==> config.mk <==
export PLATFORM = sky130hd
export DESIGN_NAME = stack_insertion_sorter
export DESIGN_NICKNAME = d
export VERILOG_FILES = /design/src/rtl/core/sis_pkg.sv /design/src/rtl/core/sis_cell.sv /design/src/rtl/core/stack_insertion_sorter.sv
export SDC_FILE = /design/constraint.sdc
export NUM_CORES = 2
export LEC_CHECK = 0
export BUFFER_PORTS_ARGS = -buffer_cell sky130_fd_sc_hd__buf_2
export CAP_MARGIN = 40
export CORE_MARGIN = 1.5
export CORE_UTILIZATION = 55
export CTS_CLUSTER_SIZE = 12
export DETAILED_ROUTE_END_ITERATION = 10
export GPL_TIMING_DRIVEN = 0
export PLACE_DENSITY = 0.71
export SLEW_MARGIN = 30
export SYNTH_ARGS = -nofsm -noshare
export SYNTH_HDL_FRONTEND = slang
export SYNTH_SLANG_ARGS = --single-unit
==> constraint.sdc <==
create_clock -name clk -period 8.63 [get_ports clk]
set_input_delay 1.726 -clock clk [delete_from_list [all_inputs] [get_ports clk]]
set_output_delay 1.726 -clock clk [all_outputs]
set_load 0.005 [all_outputs]
==> src/rtl/core/sis_pkg.sv <==
// Shared types for the stack insertion sorter: data word and per-cell control bundle.
`default_nettype none
package sis_pkg;

  localparam int unsigned DataWidth = 32;

  typedef logic signed [DataWidth-1:0] data_t;

  // Control broadcast from the sequencer to every cell in the chain
  typedef struct packed {
    logic ins;    // insert the broadcast value this cycle
    logic drain;  // shift the chain one place toward the head
  } sis_ctrl_t;

endpackage
`default_nettype wire

==> src/rtl/core/sis_cell.sv <==
// One cell of the insertion chain: holds one sorted entry and its valid bit.
`default_nettype none
module sis_cell
  import sis_pkg::*;
(
  input  wire logic      clk,
  input  wire logic      rst,
  input  wire sis_ctrl_t ctrl,
  input  wire data_t     new_value,
  input  wire logic      upper_gt,
  input  wire data_t     upper_value,
  input  wire logic      upper_valid,
  input  wire data_t     lower_value,
  input  wire logic      lower_valid,
  output logic           gt,
  output data_t          entry,
  output logic           entry_valid
);

  // New value belongs above this entry (an empty cell always yields)
  assign gt = !entry_valid || (new_value > entry);

  // Payload: take the new value, the entry from above, or the one from below
  always_ff @(posedge clk) begin
    if (ctrl.ins && gt) begin
      entry <= upper_gt ? upper_value : new_value;
    end else if (ctrl.drain) begin
      entry <= lower_value;
    end
  end

  // Valid bit: follows the entry that moves in
  always_ff @(posedge clk) begin
    if (rst) begin
      entry_valid <= 1'b0;
    end else if (ctrl.ins && gt) begin
      entry_valid <= upper_gt ? upper_valid : 1'b1;
    end else if (ctrl.drain) begin
      entry_valid <= lower_valid;
    end
  end

endmodule
`default_nettype wire

==> src/rtl/core/stack_insertion_sorter.sv <==
// Top level of the stack insertion sorter: a chain of sorting cells and its sequencer.
//
//   channel | handshake                 | payload
//   --------+---------------------------+----------------------------------
//   in      | in_valid / in_stall       | value, last
//   out     | out_valid / out_stall     | sorted_value, final_res, overflow
//
// On each request the value is broadcast to all cells, each compares
// it with its entry, and the entries below the insertion point move
// down one cell. After a request with last set, the chain drains from
// cell 0, one result per cycle while out_stall is low.
// in_stall is high for the whole drain. Reset clears every valid bit and
// the sequencer; no clearing pass is needed.
`default_nettype none
module stack_insertion_sorter
  import sis_pkg::*;
#(
  parameter int unsigned CAPACITY = 32
) (
  input  wire logic        clk,
  input  wire logic        rst,
  input  wire logic        in_valid,
  output logic             in_stall,
  input  wire logic [31:0] value,
  input  wire logic        last,
  output logic             out_valid,
  input  wire logic        out_stall,
  output logic [31:0]      sorted_value,
  output logic             final_res,
  output logic             overflow
);

  logic       draining;
  logic       dropped;
  logic       in_take;
  logic       out_take;
  logic       full;
  sis_ctrl_t  ctrl;
  data_t      new_value;

  logic  [CAPACITY-1:0] cell_gt;
  logic  [CAPACITY-1:0] cell_valid;
  data_t                cell_entry [CAPACITY];

  assign in_take   = in_valid && !in_stall;
  assign out_take  = out_valid && !out_stall;
  assign full      = cell_valid[CAPACITY-1];
  assign new_value = data_t'(value);

  assign ctrl.ins   = in_take && !full;
  assign ctrl.drain = out_take;

  // Build the chain: cell 0 is the top of the stack
  for (genvar i = 0; i < CAPACITY; i++) begin : g_cell
    data_t up_value;
    data_t lo_value;
    logic  up_gt;
    logic  up_valid;
    logic  lo_valid;

    if (i == 0) begin : g_head
      assign up_gt    = 1'b0;
      assign up_value = new_value;
      assign up_valid = 1'b1;
    end else begin : g_body
      assign up_gt    = cell_gt[i-1];
      assign up_value = cell_entry[i-1];
      assign up_valid = cell_valid[i-1];
    end

    if (i == CAPACITY - 1) begin : g_tail
      assign lo_value = cell_entry[i];
      assign lo_valid = 1'b0;
    end else begin : g_mid
      assign lo_value = cell_entry[i+1];
      assign lo_valid = cell_valid[i+1];
    end

    sis_cell u_cell (
      .clk         (clk),
      .rst         (rst),
      .ctrl        (ctrl),
      .new_value   (new_value),
      .upper_gt    (up_gt),
      .upper_value (up_value),
      .upper_valid (up_valid),
      .lower_value (lo_value),
      .lower_valid (lo_valid),
      .gt          (cell_gt[i]),
      .entry       (cell_entry[i]),
      .entry_valid (cell_valid[i])
    );
  end

  // Sequencer: enter drain after a last request, leave when the final result goes
  always_ff @(posedge clk) begin
    if (rst) begin
      draining <= 1'b0;
    end else if (in_take && last) begin
      draining <= 1'b1;
    end else if (out_take && !cell_valid[1]) begin
      draining <= 1'b0;
    end
  end

  // Sticky overflow: set on a dropped value, clear at end of batch
  always_ff @(posedge clk) begin
    if (rst) begin
      dropped <= 1'b0;
    end else if (in_take && full) begin
      dropped <= 1'b1;
    end else if (out_take && !cell_valid[1]) begin
      dropped <= 1'b0;
    end
  end

  // Drive the ports from the head of the chain
  assign in_stall     = draining;
  assign out_valid    = draining;
  assign sorted_value = 32'(cell_entry[0]);
  assign final_res    = !cell_valid[1];
  assign overflow     = dropped;

endmodule
`default_nettype wire
-- After elaboration in Yosys (flattened, before gate mapping)
Cells that the tools add are included.
- register bits: 1058
- bits in latches: 0
- bits in writable memories: 0
- ROM bits: 0
- output and inout port bits: 36
- word-level logic and storage cells: 427
- memories: 0
- add/subtract/negate cells: 0
- multipliers: 0
- divide/modulo/power cells: 0
- magnitude comparators: 32
- eq/ne operators: 0
- shift operators: 0
- multiplexer cells: 191
- bitwise gates (word level): 0
- reductions and logical operators: 138
- operators by type and width (operator ; number):
    2-to-1 mux 32 bit ; 93
    greater-than comparator 32 bit ; 32
    2-to-1 mux 1 bit ; 98
    nonzero test 2 bit ; 34
    logical AND 1 bit ; 38
    logical NOT 1 bit ; 34
    logical OR 1 bit ; 32

-- Depth between registers and ports, before layout
- depth after elaboration: 5
- gate-level depth with buffers: 15
- gate-level depth less buffers: 11

-- Modules after synthesis
From an unflattened synthesis, not the netlist that was laid out.
- cell total of the unflattened synthesis: 9903
- area, all modules: 94524.4 µm²
- modules (own cells, without submodules) (module ; instances ; cells an instance ; area an instance (µm²) ; seq. area each (µm²)):
    sis_cell ; 32 ; 309 ; 2950.3 ; 980.9
    stack_insertion_sorter ; 1 ; 15 ; 113.9 ; 40.0

-- Worst setup path after synthesis
No wires, ideal clock.
- path kind: input port to flip-flop
- start point: input port value[0]
- end point: register g_cell[17].u_cell.entry[0], enable pin
- library setup time: 0.466 ns
- data arrival time: 6.662 ns
- required time: 8.164 ns
- setup slack: 1.502 ns
- cell stages on the path: 12
- path through: inv_1 -> clkbuf_1 -> ha_1 -> inv_1 -> a21oi_1 -> o21ai_0 -> a2111oi_0 -> o21ai_0 -> xor2_1 -> o21a_1 -> clkbuf_1 -> o21ai_0
- cells in the longest elaborated chain, start to end: 4
- ends and longest elaborated chain (item ; RTL line ; source):
    start, declared ; stack_insertion_sorter.sv:24 ; input wire logic [31:0] value,
    greater-than comparator 32 bit ; sis_cell.sv:21 ; assign gt = !entry_valid || (new_value > entry);
    logical OR 1 bit ; sis_cell.sv:21 ;
    logical AND 1 bit ; sis_cell.sv:25 ; if (ctrl.ins && gt) begin
    nonzero test 2 bit (no source line) ; -- ;
    end signal, assigned ; sis_cell.sv:26 ; entry <= upper_gt ? upper_value : new_value;
    end signal, assigned ; sis_cell.sv:28 ; entry <= lower_value;
    end, declared ; sis_cell.sv:16 ; output data_t entry,
No other way between the ends.
A chain may end at the register's enable or synchronous reset.

-- Worst setup path after layout
- start point: input port in_valid
- end point: register g_cell[4].u_cell.entry[12], enable pin
- cells in the longest elaborated chain, start to end: 4
- ends and longest elaborated chain (item ; RTL line ; source):
    start, declared ; stack_insertion_sorter.sv:22 ; input wire logic in_valid,
    logical AND 1 bit ; stack_insertion_sorter.sv:45 ; assign in_take = in_valid && !in_stall;
    logical AND 1 bit ; stack_insertion_sorter.sv:50 ; assign ctrl.ins = in_take && !full;
    logical AND 1 bit ; sis_cell.sv:25 ;
    nonzero test 2 bit (no source line) ; -- ;
    end signal, assigned ; sis_cell.sv:26 ;
    end signal, assigned ; sis_cell.sv:28 ;
    end, declared ; sis_cell.sv:16 ;
No other way between the ends.

==> metrics.md <==
| Metric | Value |
|---|---|
| FILL cells | `11800` |
| Worst R2R Start | `in_stall` |
| Top achievable clock speed | `158 MHz` |
| Startpoint Class | `primary input` |
| CP max FO | `32` |
| Routed vias/inst | `6.56` |
| Area of the multi-input gates | `0.0418 sq mm` |
| Setup crit start | `in_valid` |
| Detail-routed net length per standard cell | `30.0 microns` |
| Core ar. | `roughly 0.14 sq mm` |
| Worst-Skew Late Latency | `approximately 0.79 ns` |
| First-pass GRT wire length | `451000 microns` |
| Critical Path RT | `9.03 ns` |
| CTS tree | `built` |
| Final Wtd Congestion | `about 1` |
| Syn Area/Cell | `9.50 sq um` |
| Worst Max-Slew Pin Slew | `1.06 ns` |
| I/O Buffers | `71` |
| Post-synth EDFFs | `~1000` |
| H-Tree Depth | `3` |
| DIE HEIGHT | `around 380 microns` |
| Seq/Total Area, Yosys | `39.8%` |
| Synthesized net count | `9332` |
| Skew final | `approximately 0.031 ns` |
| Total CTS buffers | `120` |
| DIE WIDTH | `around 380 microns` |
| Crit. End Element | `flip-flop` |
| Post-synthesis register bit count | `1058` |
| Post-CTS setup buffers | `0` |
| Slowest CP cell | `buf_2` |
| Synth warnings | `0` |
| Setup TNS | `0 ns` |
| Min-delay worst type | `flip-flop to flip-flop` |
| Die area | `between 0.1 and 0.15 sq mm` |
| Post-DP HPWL | `247000 microns` |
| Crit path time final | `~6.3 ns` |
| Max Root-Sink Buffers | `3` |
| Main synth FF type | `edfxtp_1` |
| Via count | `69800` |
| Area contributors post-synth | `edfxtp_1 39%, ha_1 16%, mux2i_1 11%, a21oi_1 7.0%, inv_1 4.9%` |
| Starting density of the core | `55.6%` |
| Synth top area share | `39.0%` |
| CTS resizes | `0` |
| Ratio of cells with drive above 1 in the final layout | `8.45%` |
| Async SR Flop Fraction | `0%` |
| Fin Hold WS | `0.548 ns` |
| Pwr dens | `214 mW/mm^2` |
| Worst-path cell chain | `buf_2 > nor2b_1 > nand2b_1 > clkbuf_2 > buf_16 > inv_2 > clkbuf_2 > buf_2 > clkbuf_2 > nand2_1 > nand2_2` |
| Crit path buf inv count | `7` |
| Min-delay src | `g_cell[26].u_cell.entry_valid` |
| DR pass1 iterations | `8` |
| RSZ-0062 raised after global routing | `false` |
| Clock sinks | `1058` |
| Starting DRC count in detailed routing | `9741` |
| Peak supply drop | `0.201 mV` |
| Netlist Area Pre-Place | `0.0789 sq mm` |
| Mapped Cells | `8303` |
| Final setup fails | `0` |
| CP arrival | `6.72 ns` |
| Period utilization | `around 73%` |
| Max_cap viols | `0` |
| Top Ports | `73` |
| Total track usage | `42.6%` |
| Detailed Route WL | `319000 microns` |
| Vias in the first global route | `around 67000` |
| CTS root buf | `clkbuf_16` |
| Drt drc | `0` |
| Num rows | `approximately 140` |
| Family with the most delay on the worst path | `buffers and inverters` |
| Final Hold Viols | `0` |
| Largest area contributor in the netlist | `edfxtp_1` |
| CP peak stage delay | `about 0.80 ns` |
| Gr ovfl total | `0` |
| Register area | `approximately 0.031 sq mm` |
| Hold-fix buffers, CTS | `0` |
| Cell repeated most along the worst path | `clkbuf_2` |
| Slew Limit Fails | `0` |
| Synth cell types | `85` |
| Status | `finished clean` |
| Count leader, synth | `a21oi_1` |
| Initial antenna violation count | `18` |
| Leak | `43.7 nW` |
| Nets | `9649` |
| Slew HR | `28.5%` |
| Area delta synth->final | `12.6%` |
| Post-synth top cells | `1101 x a21oi_1, 1024 x edfxtp_1, 1023 x inv_1, 992 x ha_1, 856 x mux2i_1` |
| Worst-path clk slew | `approximately 0.06 ns` |
| Largest net degree at the start of global routing | `37` |
| WS Path Type | `primary input to flip-flop` |
| Antenna Nets Post-Route | `0` |
-- stage by stage --
step / instance area, sq um / util, % / setup slack (ns) / power, mW / instances
after floorplan: 78900 / - / 1.50 / 11.3 / 8303
after global placement: 81600 / 57.5 / -3.38 / 13.2 / 10300
after detailed placement: 84900 / 59.8 / 1.94 / 13.6 / 10400
after CTS: 88700 / 62.5 / 2.73 / 18.7 / 10600
after global routing: 88800 / 62.5 / 2.40 / 19.7 / 10600
final: 88800 / 62.6 / 2.31 / 19.0 / 10600
-- logic make-up after synthesis --
kind of cell | Yosys count | share of synthesized area [%]
xor+xnor | 1 | 0.0111
fa+ha+maj | 992 | 15.7
compound gates | 2064 | 15.1
flops | 1058 | 39.8
mux | 923 | 11.8
simple gates | 1792 | 10.1
buf+inv | 1473 | 7.33
-- path summary, 6_finish.rpt --
path / cells past startpoint / slack (ns) / to
max: 11 / 2.31 / g_cell[4].u_cell.entry[12]
min: 2 / 0.55 / g_cell[25].u_cell.entry_valid
max reg2reg: 10 / 2.89 / g_cell[4].u_cell.entry[12]
min reg2reg: 2 / 0.55 / g_cell[25].u_cell.entry_valid
-- layout make-up --
| class | count | share of cell area [%] |
|---|---|---|
| multi-input combinational | 5772 | 47.1 |
| clock buffer | 152 | 3.61 |
| sequential | 1058 | 35.4 |
| clock inverter | 72 | 0.696 |
| inverter | 1023 | 4.32 |
| antenna | 17 | 0.0479 |
| timing repair buffer | 195 | 3.85 |
| buffer | 450 | 2.35 |
| tap | 1890 | 2.66 |
-- layout by cell type (no fill, tap or decap), drive strengths merged, types with 60 or more instances in the layout --
cell    instances
mux2i         856
nor2          726
clkinv         60
nand2         553
a21oi        1103
a31oi          77
mux2           67
clkbuf        432
o21ai         376
inv          1024
nand4         219
edfxtp       1024
ha            992
a21o          224
buf           365
-- worst min-delay path, delay by kind of cell (launching register included) --
family | cells | cell delay, ns
AOI/OAI and AO/OA | 1 | 0.07
DFF | 1 | 0.35
and+or+nand+nor | 1 | 0.07
-- per-layer routing --
| metal | global-route usage [%] | wire length (microns) | vias to the layer above |
|---|---|---|---|
| met5 | 0 | 167 | - |
| met4 | 28.4 | 25400 | 24 |
| met3 | 14.4 | 50800 | 1013 |
| met2 | 58.6 | 125000 | 4933 |
| met1 | 56.6 | 117000 | 33300 |
| li1 | - | - | 30500 |
-- power breakdown --
| part | internal (mW) | total [mW] | switching, mW |
|---|---|---|---|
| logic | 2.26 | 5.92 | 3.66 |
| registers | 6.95 | 7.90 | 0.953 |
| clock network | 2.88 | 5.15 | 2.28 |
-- state kept, by name, summed over array words and instances (netlist names) --
register and cells:
g_cell.u_cell.entry 1024, g_cell.u_cell.entry_valid 32, in_stall 1, overflow 1
Power figures use the tool's default switching activity.
